`config.mk`:
```
export PLATFORM = sky130hd
export DESIGN_NAME = nested_call_exclusive_time
export DESIGN_NICKNAME = d
export VERILOG_FILES = /design/src/rtl/core/ncet_pkg.sv /design/src/rtl/core/ncet_ctrl.sv /design/src/rtl/core/ncet_datapath.sv /design/src/rtl/core/nested_call_exclusive_time.sv
export SDC_FILE = /design/constraint.sdc
export NUM_CORES = 1
export LEC_CHECK = 0
export BUFFER_PORTS_ARGS = -buffer_cell sky130_fd_sc_hd__buf_4
export CAP_MARGIN = 15
export CELL_PAD_IN_SITES_DETAIL_PLACEMENT = 0
export CELL_PAD_IN_SITES_GLOBAL_PLACEMENT = 1
export CORE_ASPECT_RATIO = 1.25
export CORE_MARGIN = 2
export CORE_UTILIZATION = 57
export DETAILED_ROUTE_END_ITERATION = 6
export PLACE_DENSITY = 0.83
export SLEW_MARGIN = 10
export SYNTH_ARGS = -nofsm -noshare
export SYNTH_HDL_FRONTEND = slang
export SYNTH_HIERARCHICAL = 1
export SYNTH_SLANG_ARGS = --single-unit
```
`constraint.sdc`:
```
create_clock -name clock -period 8.4 [get_ports clock]
set_clock_uncertainty 0.1 [all_clocks]
set_input_delay 0.84 -clock clock [delete_from_list [all_inputs] [get_ports clock]]
set_output_delay 0.84 -clock clock [all_outputs]
set_load 0.01 [all_outputs]
```
`src/rtl/core/ncet_pkg.sv`:
```
// ----------------------------------------------------------------------------
// ncet_pkg
// Shared types and constants of the call-event exclusive-time block.
// ----------------------------------------------------------------------------
`default_nettype none

package ncet_pkg;

   localparam int ID_W        = 4;
   localparam int TIME_W      = 32;
   localparam int TOTAL_W     = 32;
   localparam int REQ_TDATA_W = 40;
   localparam int RSP_TDATA_W = 40;
   localparam int RSP_TUSER_W = 3;
   localparam int ID_SPACE    = 16;

   localparam logic [1:0] STATUS_OK        = 2'd0;
   localparam logic [1:0] STATUS_OVERFLOW  = 2'd1;
   localparam logic [1:0] STATUS_UNDERFLOW = 2'd2;
   localparam logic [1:0] STATUS_BACKWARD  = 2'd3;

   localparam logic CMD_START = 1'b0;
   localparam logic CMD_END   = 1'b1;

   typedef enum logic [1:0] {
      ST_IDLE,
      ST_READ,
      ST_CALC,
      ST_COMMIT
   } ncet_state_type;

   // controller to datapath
   typedef struct packed {
      logic load;
      logic read;
      logic calc;
      logic commit;
   } ncet_cmd_type;

   // datapath to controller
   typedef struct packed {
      logic out_free;
   } ncet_sts_type;

endpackage

`default_nettype wire

```
`src/rtl/core/ncet_ctrl.sv`:
```
// ----------------------------------------------------------------------------
// ncet_ctrl
// Sequencer: accept a request, read the stack top, evaluate, commit.
// ----------------------------------------------------------------------------
`default_nettype none

module ncet_ctrl
   import ncet_pkg::*;
(
   input  wire logic         clock,
   input  wire logic         reset,
   input  wire logic         req_tvalid,
   output logic              req_tready,
   input  wire ncet_sts_type sts,
   output ncet_cmd_type      cmd
);

   ncet_state_type state_ff, state_in;

   always_ff @(posedge clock) begin
      if (reset) begin
         state_ff <= ST_IDLE;
      end else begin
         state_ff <= state_in;
      end
   end

   always_comb begin
      state_in   = state_ff;
      cmd        = '0;
      req_tready = 1'b0;
      case (state_ff)
         ST_IDLE: begin
            req_tready = 1'b1;
            if (req_tvalid) begin
               cmd.load = 1'b1;
               state_in = ST_READ;
            end
         end
         ST_READ: begin
            cmd.read = 1'b1;
            state_in = ST_CALC;
         end
         ST_CALC: begin
            cmd.calc = 1'b1;
            state_in = ST_COMMIT;
         end
         ST_COMMIT: begin
            // hold until the output register is free
            if (sts.out_free) begin
               cmd.commit = 1'b1;
               state_in   = ST_IDLE;
            end
         end
         default: begin
            state_in = ST_IDLE;
         end
      endcase
   end

endmodule

`default_nettype wire

```
`src/rtl/core/ncet_datapath.sv`:
```
// ----------------------------------------------------------------------------
// ncet_datapath
// Call stack memory, time register, totals table and result register.
// ----------------------------------------------------------------------------
`default_nettype none

module ncet_datapath
   import ncet_pkg::*;
#(
   parameter int MAX_FUNCS   = 16,
   parameter int STACK_DEPTH = 16
)
(
   input  wire logic                    clock,
   input  wire logic                    reset,
   input  wire ncet_cmd_type            cmd,
   output ncet_sts_type                 sts,
   input  wire logic [REQ_TDATA_W-1:0]  req_tdata,
   input  wire logic                    req_tuser,
   output logic                         rsp_tvalid,
   input  wire logic                    rsp_tready,
   output logic [RSP_TDATA_W-1:0]       rsp_tdata,
   output logic [RSP_TUSER_W-1:0]       rsp_tuser
);

   localparam int CW = $clog2(STACK_DEPTH + 1);
   localparam int SW = (STACK_DEPTH > 1) ? $clog2(STACK_DEPTH) : 1;
   localparam int TD = (MAX_FUNCS < ID_SPACE) ? MAX_FUNCS : ID_SPACE;
   localparam int TW = (TD > 1) ? $clog2(TD) : 1;

   // request registers
   logic              cmd_ff;
   logic [ID_W-1:0]   id_ff;
   logic [TIME_W-1:0] ts_ff;

   // architectural state
   logic [ID_W-1:0]    stack_mem [STACK_DEPTH];
   logic [CW-1:0]      count_ff;
   logic [TIME_W:0]    nut_ff;
   logic [TOTAL_W-1:0] tot_ff [TD];

   // evaluation registers
   logic [ID_W-1:0] top_ff;
   logic [1:0]      status_ff;
   logic            credit_ff;
   logic [TIME_W:0] delta_ff;
   logic [TIME_W:0] new_time_ff;

   // result register
   logic                rsp_valid_ff;
   logic                out_credited_ff;
   logic [ID_W-1:0]     out_id_ff;
   logic [TOTAL_W-1:0]  out_total_ff;
   logic [1:0]          out_status_ff;

   logic [CW-1:0]      count_dec;
   logic [TIME_W:0]    end_time;
   logic [TIME_W+1:0]  diff;
   logic               behind;
   logic [1:0]         status_calc;
   logic               has_entry;
   logic [TOTAL_W-1:0] tot_rd;
   logic [TIME_W+1:0]  sum;
   logic [TOTAL_W-1:0] sat_sum;
   logic               ok;

   assign count_dec = count_ff - CW'(1);
   assign end_time  = {1'b0, ts_ff} + {{TIME_W{1'b0}}, cmd_ff};
   assign diff      = {1'b0, end_time} - {1'b0, nut_ff};
   assign behind    = diff[TIME_W+1];
   assign has_entry = (32'(top_ff) < 32'(MAX_FUNCS));

   always_comb begin
      status_calc = STATUS_OK;
      if (cmd_ff == CMD_START) begin
         if (32'(count_ff) >= 32'(STACK_DEPTH)) begin
            status_calc = STATUS_OVERFLOW;
         end else if (behind) begin
            status_calc = STATUS_BACKWARD;
         end
      end else begin
         if (count_ff == '0) begin
            status_calc = STATUS_UNDERFLOW;
         end else if (behind) begin
            status_calc = STATUS_BACKWARD;
         end
      end
   end

   assign tot_rd  = tot_ff[top_ff[TW-1:0]];
   assign sum     = {2'b00, tot_rd} + {1'b0, delta_ff};
   assign sat_sum = (sum[TIME_W+1:TOTAL_W] != '0) ? '1 : sum[TOTAL_W-1:0];
   assign ok      = (status_ff == STATUS_OK);

   assign sts.out_free = !rsp_valid_ff || rsp_tready;

   // request capture
   always_ff @(posedge clock) begin
      if (cmd.load) begin
         cmd_ff <= req_tuser;
         id_ff  <= req_tdata[ID_W-1:0];
         ts_ff  <= req_tdata[ID_W+TIME_W-1:ID_W];
      end
   end

   // stack memory: registered top read, push on commit
   always_ff @(posedge clock) begin
      if (cmd.read) begin
         top_ff <= stack_mem[count_dec[SW-1:0]];
      end
      if (cmd.commit && ok && (cmd_ff == CMD_START)) begin
         stack_mem[count_ff[SW-1:0]] <= id_ff;
      end
   end

   // evaluation
   always_ff @(posedge clock) begin
      if (cmd.calc) begin
         status_ff   <= status_calc;
         delta_ff    <= diff[TIME_W:0];
         new_time_ff <= end_time;
         credit_ff   <= (status_calc == STATUS_OK) && (count_ff != '0) && has_entry;
      end
   end

   // stack count, time register and totals
   always_ff @(posedge clock) begin
      if (reset) begin
         count_ff <= '0;
         nut_ff   <= '0;
         for (int i = 0; i < TD; i++) begin
            tot_ff[i] <= '0;
         end
      end else if (cmd.commit && ok) begin
         nut_ff <= new_time_ff;
         if (cmd_ff == CMD_START) begin
            count_ff <= count_ff + CW'(1);
         end else begin
            count_ff <= count_dec;
         end
         if (credit_ff) begin
            tot_ff[top_ff[TW-1:0]] <= sat_sum;
         end
      end
   end

   // result register
   always_ff @(posedge clock) begin
      if (reset) begin
         rsp_valid_ff <= 1'b0;
      end else if (cmd.commit) begin
         rsp_valid_ff <= 1'b1;
      end else if (rsp_tready) begin
         rsp_valid_ff <= 1'b0;
      end
   end

   always_ff @(posedge clock) begin
      if (cmd.commit) begin
         out_credited_ff <= credit_ff;
         out_id_ff       <= credit_ff ? top_ff : '0;
         out_total_ff    <= credit_ff ? sat_sum : '0;
         out_status_ff   <= status_ff;
      end
   end

   assign rsp_tvalid = rsp_valid_ff;
   assign rsp_tdata  = {{(RSP_TDATA_W-ID_W-TOTAL_W){1'b0}}, out_total_ff, out_id_ff};
   assign rsp_tuser  = {out_status_ff, out_credited_ff};

endmodule

`default_nettype wire

```
`src/rtl/core/nested_call_exclusive_time.sv`:
```
// ----------------------------------------------------------------------------
// nested_call_exclusive_time
// Exclusive-time accounting over a stream of nested call events.
// ----------------------------------------------------------------------------
// Usage:
//   req_*  carries one call event per request: tuser[0] is the kind
//          (0 start, 1 end), tdata[3:0] the function id, tdata[35:4] the
//          inclusive timestamp.
//   rsp_*  returns one result per request: tuser[0] credited, tuser[2:1]
//          status (ok, overflow, underflow, time backward), tdata[3:0]
//          the credited id and tdata[35:4] its new saturated total.
// Timing: a request's result passes the stack-top memory read, the
//   subtract/compare, then the add and commit, which waits until the result
//   register is free; the next request can be taken in the cycle after the
//   commit, so one request is in flight at a time. The registered read of the
//   call-stack memory and the split of subtract from add set these steps.
// Reset: the stack is emptied, the unaccounted time and all totals go to
//   zero, and the result register is emptied. The stack memory itself is
//   not cleared; only entries below the count are ever used.
// Stall: the result register holds while rsp_tready is low; a new request
//   is still accepted and evaluated, and its commit waits until the result
//   register frees up.
// ----------------------------------------------------------------------------
`default_nettype none

module nested_call_exclusive_time
   import ncet_pkg::*;
#(
   parameter int MAX_FUNCS   = 16,
   parameter int STACK_DEPTH = 16
)
(
   input  wire logic                    clock,
   input  wire logic                    reset,
   input  wire logic                    req_tvalid,
   output logic                         req_tready,
   // tdata: func_id [3:0], timestamp [35:4], zero fill [39:36]
   input  wire logic [REQ_TDATA_W-1:0]  req_tdata,
   // tuser: command [0]
   input  wire logic                    req_tuser,
   output logic                         rsp_tvalid,
   input  wire logic                    rsp_tready,
   // tdata: credited_id [3:0], credited_total [35:4], zero fill [39:36]
   output logic [RSP_TDATA_W-1:0]       rsp_tdata,
   // tuser: credited [0], status [2:1]
   output logic [RSP_TUSER_W-1:0]       rsp_tuser
);

   ncet_cmd_type cmd;
   ncet_sts_type sts;

   // sequence each request through read, evaluate and commit
   ncet_ctrl u_ctrl (
      .clock      (clock),
      .reset      (reset),
      .req_tvalid (req_tvalid),
      .req_tready (req_tready),
      .sts        (sts),
      .cmd        (cmd)
   );

   // stack, time register, totals and result register
   ncet_datapath #(
      .MAX_FUNCS   (MAX_FUNCS),
      .STACK_DEPTH (STACK_DEPTH)
   ) u_datapath (
      .clock      (clock),
      .reset      (reset),
      .cmd        (cmd),
      .sts        (sts),
      .req_tdata  (req_tdata),
      .req_tuser  (req_tuser),
      .rsp_tvalid (rsp_tvalid),
      .rsp_tready (rsp_tready),
      .rsp_tdata  (rsp_tdata),
      .rsp_tuser  (rsp_tuser)
   );

endmodule

`default_nettype wire

```
==> qor.yml <==
outcome:
  status: "complete, no violations"
setup_path:
  crit_arrival_ps: 6930
  cpMaxStageDelayCell: "edfxtp_1"
  reg2reg_from: "u_datapath/top_ff[0]"
  slowest_delay_ps: 1100
  cp-endpoint: "u_datapath/tot_ff[0][9]"
  endpoint_kind: "register"
  rr_worst_depth: 14
  crit_type: "reg2reg"
  worstPathRequired_ps: 8620
  cp.buffers_inverters: 3
  reg2reg_slack_ps: 1700
  crit_path_max_fanout: 53
  start_kind: "register"
  path_delay_family: "compound AO/OA/AOI/OAI gates"
  path_cells: "buf_12 -> mux4_2 -> mux4_2 -> ha_1 -> a21oi_1 -> o21ai_0 -> a211oi_1 -> nand4_1 -> a21oi_1 -> o21ai_1 -> a21bo_4 -> buf_4 -> buf_4 -> a21oi_1"
  r2r_end: "u_datapath/tot_ff[0][9]"
  crit_cells: 14
  cp-startpoint: "u_datapath/top_ff[0]"
  crit_top_cell: "a21oi_1"
logic_synthesis:
  synth-main-ff-cell: "edfxtp_1"
  synth_cell_type_count: 82
  synthCells: 2555
  synth_edf_count: 725
  synthTopCellsByCount: "edfxtp_1 (725), a21oi_1 (404), a21oi_2 (217)"
  synth_top_area_share_pct: 59.0
  seq_area_frac_synth_pct: 61.2
  syn_area_mm2: 0.0369
  synth_warnings: 6
  ys_ff_latch: 766
  synth_largest_area_cell: "edfxtp_1"
  async_flop_share_pct: 0
  synthTopCellsByArea: "edfxtp_1 (59%), mux4_2 (11%), a21oi_1 (5.5%), a21oi_2 (5.2%), ha_1 (2.6%)"
  yosysMostFrequentCell: "edfxtp_1"
  synth_area_per_cell_um2: 14.4
timing:
  hold_violations: 0
  slew_viol_final: 0
  rsz0062_at_grt: "false"
  whs_ps: 296
  layout_min_cycle_time_ps: 6700
  timing.slew.headroom_pct: 14.9
  tightest_slew_ps: 1280
  tns_ps: 0
  setup_violations: 0
  max_freq_ghz: 0.149
  fin_crit_sh_pct: 79.8
clock_network:
  cts_setup_buffers: 0
  h-tree-depth: 3
  cts_root_buf: "clkbuf_16"
  clkLatencyLatePin_ps: 620
  cts_buffers: 75
  tritoncts: "built"
  cts_resized: 0
  cts.path.max_buffers: 3
  cts_sinks: 766
  hold_buffers: 0
  clkTransAtPathRegs_ps: 60
power:
  p_leak_nw: 14.0
  p_total_mw: 14.1
  power_per_cell_area_mw_per_mm2: 348
  peakVddDrop_mv: 0.369
route:
  ant_nets: 0
  vias: 22500
  wl_per_cell_um: 26.3
  routed_via_density: 6.50
  dr.pass1.iters: 6
  drt_iter0_markers: 2412
  routed_wirelength_um: 90900
  drc: 0
hold_path:
  min_path_type: "in2reg"
global_route:
  grt_pass1_wl_um: 135000
  grt_max_degree: 169
  grt_use_total_pct: 27.4
  grt_remaining_overflow: 0
  antenna_found_initial: 0
  grt_pass1_vias: 22700
finish:
  num_antenna_cells: 0
  final_area_mm2: 0.0404
  final_cells: 3460
  n_fill_cell: 4727
  fin_nets: 2681
  area_delta_synth_final_pct: 9.53
  drive_gt1_share_pct: 27.5
floorplan:
  row_count: 104
  die_x_um: 232
  initial_utilization_pct: 57.4
  core_area_mm2: 0.0643
  die_area_mm2: 0.0668
  die_y_um: 288
  io_pins: 90
place:
  hpwlAfterDp_um: 55000
  placedCellCount: 3327
  port-buffer-count: 81
  dpl_cell_area_mm2: 0.0381
  place.gp.congestion: 0.857
run:
  cap_violations: 0
-- cell usage in the layout, fill, tap and decap left out, types with 11 or more instances in the layout --
cell,Yosys,layout
nand3_1,31,27
nor2_1,73,73
a21oi_2,217,217
clkinv_2,0,11
a21boi_0,32,32
xnor2_2,3,13
nand2_1,152,144
mux4_2,180,180
inv_1,63,63
edfxtp_1,725,725
nand2b_2,0,16
clkbuf_1,107,20
clkbuf_16,0,78
a21oi_1,404,404
xor2_1,36,29
clkinv_1,2,13
xnor2_1,51,41
dfxtp_1,41,41
buf_4,10,136
o21ai_0,36,36
ha_1,76,75
a21o_1,28,28
-- cell type report --
class	instances	area [µm²]	share of cell area [%]
clock inverters	32	269	0.666
clock buffers	99	2040	5.05
flip-flops and latches	766	22600	55.9
repair buffers	145	1180	2.92
inverters	65	244	0.604
multi-input cells	1505	13000	32.2
well taps	848	1060	2.63
-- worst register-to-register path: cells and delay by family (launching register included) --
kind / cells / cell delay [ps]
simple gates: 1 / 340
mux: 2 / 1200
compound gates: 7 / 1900
buf+inv: 3 / 1350
fa+ha+maj: 1 / 410
flops: 1 / 1100
-- layer usage --
| metal | global-route usage, % | share of wire [%] | up-vias |
|---|---|---|---|
| li1 | - | - | 9842 |
| met1 | 32.9 | 36 | 11300 |
| met2 | 48.5 | 52 | 1076 |
| met3 | 4.23 | 7.7 | 267 |
| met4 | 13.4 | 4.7 | 0 |
| met5 | 0 | 0 | - |
-- registers in the layout, summed over array words and instances, names as in the netlist --
register                    count
u_datapath/delta_ff            33
u_datapath/rsp_tvalid           1
u_datapath/tot_ff             512
u_datapath/out_status_ff        2
u_datapath/id_ff                4
u_datapath/credit_ff            1
u_datapath/out_id_ff            4
u_datapath/out_credited_ff      1
u_datapath/count_ff             5
u_datapath/top_ff               4
u_datapath/nut_ff              33
u_datapath/out_total_ff        32
u_datapath/stack_mem           64
u_datapath/cmd_ff               1
u_datapath/ts_ff               32
u_datapath/status_ff            2
u_datapath/new_time_ff         33
u_ctrl/state_ff                 2
-- where the power goes --
| part | internal [mW] | switching (mW) |
|---|---|---|
| registers | 4.58 | 0.174 |
| logic | 1.68 | 4.43 |
| clock network | 1.81 | 1.40 |
-- logic make-up (layout without fill, tap and decap cells) --
logic type	count (synthesis)	count (layout)	share of synthesized area [%]
DFF	766	766	61.2
buffers and inverters	287	341	4.12
other	1	4	0.0102
adders and majority gates	78	78	2.69
xor gates and xnor gates	92	92	2.32
muxes	182	182	11.0
AOI/OAI and AO/OA	798	798	14.2
and+or+nand+nor	351	351	4.42
-- worst min-delay path by stage --
stage	start	endpoint	cells past startpoint
floorplan	u_datapath/credit_ff	u_datapath/out_credited_ff	0
CTS	req_tdata[2]	u_datapath/id_ff[2]	1
detailed placement	u_datapath/nut_ff[2]	u_datapath/nut_ff[2]	2
global placement	u_datapath/nut_ff[28]	u_datapath/nut_ff[28]	2
global route	req_tdata[2]	u_datapath/id_ff[2]	1
finish	req_tdata[1]	u_datapath/id_ff[1]	1
-- stage by stage --
step	utilization [%]	setup WS, ps
floorplan	-	3650
global placement	59.2	1900
detailed placement	59.2	1840
CTS	62.8	1830
global route	62.9	1380
finish	62.9	1700
No activity file was read; power rests on OpenSTA's default activity.
